--- config.mk ---
export PLATFORM = sky130hd
export DESIGN_NAME = nrwi_ctrl
export DESIGN_NICKNAME = d
export VERILOG_FILES = /design/src/rtl/nrwi_pkg.sv /design/src/rtl/nrwi_ctrl.sv
export SDC_FILE = /design/constraint.sdc
export NUM_CORES = 1
export LEC_CHECK = 0
export BUFFER_PORTS_ARGS = -buffer_cell sky130_fd_sc_hd__clkbuf_2
export CORE_AREA = 4 4 41 43
export CTS_CLUSTER_DIAMETER = 150
export DETAILED_ROUTE_END_ITERATION = 12
export DIE_AREA = 0 0 45 47
export SLEW_MARGIN = 15
export SYNTH_ARGS = -nofsm -noshare
export SYNTH_HDL_FRONTEND = slang
export SYNTH_SLANG_ARGS = --single-unit
--- constraint.sdc ---
create_clock -name clk -period 1.58 [get_ports clk]
set_input_delay 0.316 -clock clk [delete_from_list [all_inputs] [get_ports clk]]
set_output_delay 0.316 -clock clk [all_outputs]
set_load 0.01 [all_outputs]
--- src/rtl/nrwi_pkg.sv ---
// Shared constants and controller/datapath interface types for the
// nondecreasing-run block. No dependencies.
package nrwi_pkg;

  localparam int MAX_VALUE   = 4064;
  localparam int MAX_OPS     = 31;
  localparam int ROW_COUNT   = 4095;
  localparam int COL_COUNT   = MAX_OPS + 1;
  localparam int LEN_BITS    = 16;

  localparam int VAL_W       = 12;
  localparam int OPS_W       = 5;
  localparam int ROW_IDX_W   = 12;                // row index, 0 .. ROW_COUNT-1
  localparam int COL_IDX_W   = 5;                 // column index, 0 .. COL_COUNT-1
  localparam int ROW_W       = ROW_IDX_W + 1;     // walker row, may step past ROW_COUNT
  localparam int COL_W       = COL_IDX_W + 2;     // walker column, may step past COL_COUNT
  localparam int MEM_AW      = ROW_IDX_W + COL_IDX_W;
  localparam int MEM_DEPTH   = ROW_COUNT * COL_COUNT;

  localparam int CFG_AW      = 3;
  localparam int CFG_DW      = 32;

  typedef logic [LEN_BITS-1:0] len_t;
  typedef logic [ROW_W-1:0]    row_t;
  typedef logic [COL_W-1:0]    col_t;
  typedef logic [MEM_AW-1:0]   maddr_t;

  localparam len_t LEN_MAX = {LEN_BITS{1'b1}};

  // Register addresses (word index)
  localparam logic REG_MAX_OPS = 1'b0;

  typedef struct packed {
    logic load_item;  // latch value and increment limit
    logic clr_init;   // restart clearing pass, zero best length
    logic clr_step;   // zero one store entry
    logic q_init;     // start prefix-max walk for current j
    logic q_step;     // issue one query read
    logic u_init;     // form new length, start raise walk
    logic u_step;     // issue one raise read
    logic j_dec;      // move to next lower increment count
    logic out_load;   // capture best length into output register
  } nrwi_cmd_t;

  typedef struct packed {
    logic q_last;     // current query read is the final one
    logic u_last;     // current raise read is the final one
    logic j_zero;     // increment count is zero
    logic clr_last;   // clearing the final store entry
  } nrwi_stat_t;

endpackage

--- src/rtl/nrwi_ctrl.sv ---
// Controller: sequences clearing pass, per-j query and raise walks, and
// the stream handshakes. Depends on nrwi_pkg.
module nrwi_ctrl (
  input  logic                 clk,
  input  logic                 rst_n,
  input  logic                 in_tvalid,
  input  logic                 in_start,
  output logic                 in_tready,
  output logic                 out_tvalid,
  input  logic                 out_tready,
  input  nrwi_pkg::nrwi_stat_t stat,
  output nrwi_pkg::nrwi_cmd_t  cmd
);
  import nrwi_pkg::*;

  typedef enum logic [3:0] {
    S_CLEAR, S_IDLE, S_QINIT, S_QRY, S_QDRAIN, S_LEN, S_UPD, S_UDRAIN, S_OUT
  } state_t;

  state_t state_r;
  logic   pend_r;
  logic   out_tvalid_r;
  logic   in_acc;
  logic   out_free;

  assign in_tready = (state_r == S_IDLE);
  assign in_acc    = in_tvalid && in_tready;
  assign out_free  = !out_tvalid_r || out_tready;
  assign out_tvalid = out_tvalid_r;

  always_comb begin
    cmd           = '0;
    cmd.load_item = in_acc;
    cmd.clr_init  = in_acc && in_start;
    case (state_r)
      S_CLEAR:  cmd.clr_step = 1'b1;
      S_QINIT:  cmd.q_init   = 1'b1;
      S_QRY:    cmd.q_step   = 1'b1;
      S_LEN:    cmd.u_init   = 1'b1;
      S_UPD:    cmd.u_step   = 1'b1;
      S_UDRAIN: cmd.j_dec    = !stat.j_zero;
      S_OUT:    cmd.out_load = out_free;
      default:  ;
    endcase
  end

  always_ff @(posedge clk) begin
    if (!rst_n) begin
      state_r      <= S_CLEAR;
      pend_r       <= 1'b0;
      out_tvalid_r <= 1'b0;
    end else begin
      if ((state_r == S_OUT) && out_free) begin
        out_tvalid_r <= 1'b1;
      end else if (out_tvalid_r && out_tready) begin
        out_tvalid_r <= 1'b0;
      end
      case (state_r)
        S_CLEAR: begin
          if (stat.clr_last) state_r <= pend_r ? S_QINIT : S_IDLE;
        end
        S_IDLE: begin
          if (in_acc) begin
            pend_r  <= 1'b1;
            state_r <= in_start ? S_CLEAR : S_QINIT;
          end
        end
        S_QINIT:  state_r <= S_QRY;
        S_QRY:    if (stat.q_last) state_r <= S_QDRAIN;
        S_QDRAIN: state_r <= S_LEN;
        S_LEN:    state_r <= S_UPD;
        S_UPD:    if (stat.u_last) state_r <= S_UDRAIN;
        S_UDRAIN: state_r <= stat.j_zero ? S_OUT : S_QINIT;
        S_OUT: begin
          if (out_free) begin
            pend_r  <= 1'b0;
            state_r <= S_IDLE;
          end
        end
        default:  state_r <= S_IDLE;
      endcase
    end
  end

endmodule

# After elaboration in Yosys (flattened, before gate mapping)
# Cells that the tools add are included.
[word_totals]
ff_bits = 6
out_inout_bits = 11
word_cells = 49
[op_classes]
n_eq_ne = 13
muxes = 21
reduce_logical = 12
[ops]
columns = ["operator", "n"]
rows = [
  ["4-bit one-hot mux with 9 select lines", 1],
  ["4-bit 2-to-1 mux", 6],
  ["4-bit by 3-bit equality test with 1-bit output (second input constant)", 4],
  ["1-bit 2-to-1 mux", 11],
  ["4-bit by 2-bit equality test with 1-bit output (second input constant)", 2],
  ["2-bit inequality test (second input constant)", 4],
  ["5-bit AND reduction", 1],
  ["4-bit by 1-bit equality test with 1-bit output (second input constant)", 1],
  ["4-bit equality test (second input constant)", 1],
  ["1-bit logical AND", 4],
  ["4-bit logical NOT", 1],
  ["2-bit 2-to-1 mux", 2],
  ["2-bit nonzero test", 2],
  ["3-bit AND reduction", 1],
  ["1-bit logical NOT", 2],
  ["2-bit by 1-bit inequality test with 1-bit output (second input constant)", 1],
  ["1-bit one-hot mux with 2 select lines", 1],
  ["1-bit logical OR", 1],
]

# Depth between registers and ports, before layout
[depth]
depth_word = 4
depth_mapped = 6

# Worst setup path after synthesis
# No wires, ideal clock.
[synth_path]
path_type = "reg2out"
start = "register state_r[3]"
end = "output cmd[8] (netlist bit)"
arrival_ns = 1.295
setup_slack_ns = -0.031
stages_incl_launch_ff = 7
path_cell_list = "dfxtp_1 -> clkbuf_1 -> nand2b_1 -> nor3_1 -> nand2_1 -> inv_1 -> buf_4"
[synth_via]
elab_chain_cells = 2
[synth_rtl]
columns = ["element", "line", "text"]
rows = [
  ["start: declaration", "nrwi_ctrl.sv:20", "state_t state_r;"],
  ["start signal: assignment", "nrwi_ctrl.sv:60", "if (stat.clr_last) state_r <= pend_r ? S_QINIT : S_IDLE;"],
  ["start signal: assignment", "nrwi_ctrl.sv:65", "state_r <= in_start ? S_CLEAR : S_QINIT;"],
  ["start signal: assignment", "nrwi_ctrl.sv:73", "S_UDRAIN: state_r <= stat.j_zero ? S_OUT : S_QINIT;"],
  ["4-bit by 1-bit equality test with 1-bit output", "nrwi_ctrl.sv:26", "assign in_tready = (state_r == S_IDLE);"],
  ["via in_tready", "nrwi_ctrl.sv:8", "output logic in_tready,"],
  ["1-bit logical AND", "nrwi_ctrl.sv:27", "assign in_acc = in_tvalid && in_tready;"],
  ["end: declaration", "nrwi_ctrl.sv:12", "output nrwi_pkg::nrwi_cmd_t cmd"],
]
# The timed path passes the listed nets, and every way through them passes these cells.

==> metrics.yaml <==
run_status:
  status: "finished, violations left"
  violations: "negative setup slack"
logic_synthesis:
  synthDistinctLibCells: 24
  synth_seq_area_share: 0.277
  yosysTopAreaCellShare: 0.277
  synth_area_um2: 434
  ys_ff_latch: 6
  synthTopCellsByArea: "dfxtp_1 28%, nand2b_1 7.2%, nor3_1 6.9%"
  ys_warn_count: 0
  syn_area_per_cell_um2: 7.36
  synthCells: 59
  synthArstFlopShare: 0
  synthFlopType: "dfxtp_1"
  syn-num-nets: 68
  synth.largest_area_cell: "dfxtp_1"
  synth_edf_count: 0
global_routing:
  top_usage_layer: "met2"
  grtUsageMet3: 0.0536
  grt_pass1_vias: 447
  grtUsageMet2: 0.220
  grt-ovfl-total: 0
  grt_first_pass_wirelength_mm: 1.86
  antenna_found_initial: 0
  grt_usage: 0.128
  grt_max_degree: 16
  gr-usage-met1: 0.125
setup_path:
  worstPathArrival_ns: 1.28
  cp-start-kind: "register"
  rrSetupSlack_ns: 0.06
  crit_start: "state_r[3]"
  required_ns: 1.26
  worstReg2RegStart: "state_r[0]"
  endpoint_kind: "primary output"
  critPathMaxFanout: 5
  cp-endpoint: "cmd[7]"
  crit_path_top_delay_cell: "dfxtp_1"
  worstSetupPathType: "register to primary output"
  worst_r2r_path_depth: 5
  slowest_delay_ns: 0.35
  timing.rr.end: "state_r[0]"
  path_cells: "nand2b_4 > nor3_2 > and3_1 > clkbuf_2"
timing:
  relSlewSlack: 0.799
  setup_ws_ns: -0.0119
  fin_hold_ws_ns: 0.333
  final-hold-violation-count: 0
  rsz0062_at_grt: "yes"
  finalSetupViolations: 1
  min_period_ns: 1.59
  tightest_slew_ns: 0.302
  layout_worst_path_cycle_share: 1.01
  max_freq_mhz: 628
  fin_skew_ns: 0.00125
  finalMaxSlewViolations: 0
die:
  core-area_um2: 1300
  die_h_um: 47
  die_area_um2: 2120
  die_x_um: 45
  rows: 13
  io_pins: 20
  initial_core_util: 0.334
place:
  hpwl_um: 880
  placed_cells: 91
  dp_slack_ns: 0.0352
  place_congestion: 0.786
  port_buffers: 19
power_and_ir_drop:
  irDropWorstVdd_mv: 0.446
  seqPwrFrac: 0.343
  p_comb_frac: 0.439
  power.leakage_uw: 0.000287
  switching_share: 0.373
  switchingPower_uw: 247
  clkPwrFrac: 0.218
  power_density_nw_per_um2: 1050
  p_int_uw: 415
drt:
  drtPass1Iterations: 4
  drc: 0
  wl_per_cell_um: 12.5
  antenna_left: 0
  drtIter0Drc: 7
  vias_per_cell: 5.10
  num_vias: 500
  routed_wl_mm: 1.23
cts:
  postCtsHoldBufs: 0
  clock_path_buffers: 2
  h-tree-depth: 1
  cts_made_buffers: 3
  cts_tree: "yes"
  cts.sinks: 6
  clk_pin_slew_ns: 0.04
  ctsRootBufferMaster: "clkbuf_4"
  insertion_delay_ns: 0.25
final_layout:
  areaGrowthSynthToFinish_pct: 45.8
  finish.utilization: 0.487
  final_common_cell: "clkbuf_2"
  mostFrequentLayoutCells: "19 x clkbuf_2, 6 x nand2_1, 5 x nor3_1, 5 x a21oi_1, 5 x buf_4"
  antenna_cells: 0
  nFillCells: 144
  nNetsFinal: 94
  drive_gt1_frac: 0.458
  fin_cells: 98
job:
  maxCapViolCount: 0
hold_path:
  hold_path.class: "input pin to register"
-- power groups by stage --
| stage | Combinational, uW | Sequential (uW) | Clock [uW] |
|---|---|---|---|
| floorplan | 188 | 187 | 0 |
| global placement | 225 | 220 | 0 |
| detailed placement | 226 | 221 | 0 |
| CTS | 229 | 229 | 150 |
| global route | 317 | 232 | 157 |
| finish | 291 | 227 | 144 |
-- critical path: cells and delay by family (launching register included) --
kind	cells	cell delay [ns]
simple gates	3	0.55
flops	1	0.35
buf+inv	1	0.13
-- final cells by class --
| type | count | area (um2) | share of cell area |
|---|---|---|---|
| Clock buffer | 3 | 22.5 | 0.0356 |
| Inverter | 3 | 11.3 | 0.0178 |
| Multi-Input combinational cell | 45 | 303 | 0.478 |
| Sequential cell | 6 | 129 | 0.204 |
| Tap cell | 15 | 18.8 | 0.0296 |
| Timing Repair Buffer | 26 | 149 | 0.235 |
-- per-layer routing --
| metal | up-vias | wire, um |
|---|---|---|
| met1 | 221 | 482 |
| li1 | 260 | - |
| met5 | - | 0 |
| met3 | 4 | 94 |
| met4 | 0 | 35 |
| met2 | 15 | 614 |
-- worst min path at each step --
stage,startpoint,to,slack (ns),cells past startpoint
6_report,rst_n,state_r[0],0.33,3
5_1_grt,rst_n,state_r[0],0.34,3
3_5_place_dp,pend_r,pend_r,0.49,2
4_1_cts,rst_n,state_r[1],0.32,3
3_3_place_gp,pend_r,pend_r,0.49,2
2_1_floorplan,rst_n,state_r[1],0.43,2
-- synth_stat cells, drive strengths merged, types with 2 or more instances --
library cell	n
nand2b	5
a21oi	5
mux2i	2
nor2b	3
nand2	6
nor3	6
inv	3
o21ai	2
nor2	4
and3	2
buf	4
or3b	2
dfxtp	6
-- kinds of logic after synthesis --
kind of cell	after synthesis	synth area share
simple gates	32	0.421
compound gates	11	0.170
buf+inv	8	0.0864
flops	6	0.277
mux	2	0.0461
-- through the flow --
step,total power (uW),cell area (um2),TNS [ns]
6_report,662,633,-0.0119
3_3_place_gp,445,549,0
3_5_place_dp,447,549,0
2_1_floorplan,375,439,0
5_1_grt,706,633,-0.340
4_1_cts,608,599,-0.00586
-- sequential cells by signal (all words and copies together), names as in the netlist --
signal,flops
out_tvalid,1
state_r,4
pend_r,1
-- repair_timing --
item | 4_1_cts | 5_1_grt
endpoints found under the setup margin | 7 | 6
pin swaps | 1 | 2
gates resized for setup | 7 | 4
buffers inserted | 1 | 3
Power figures use the tool's default switching activity.
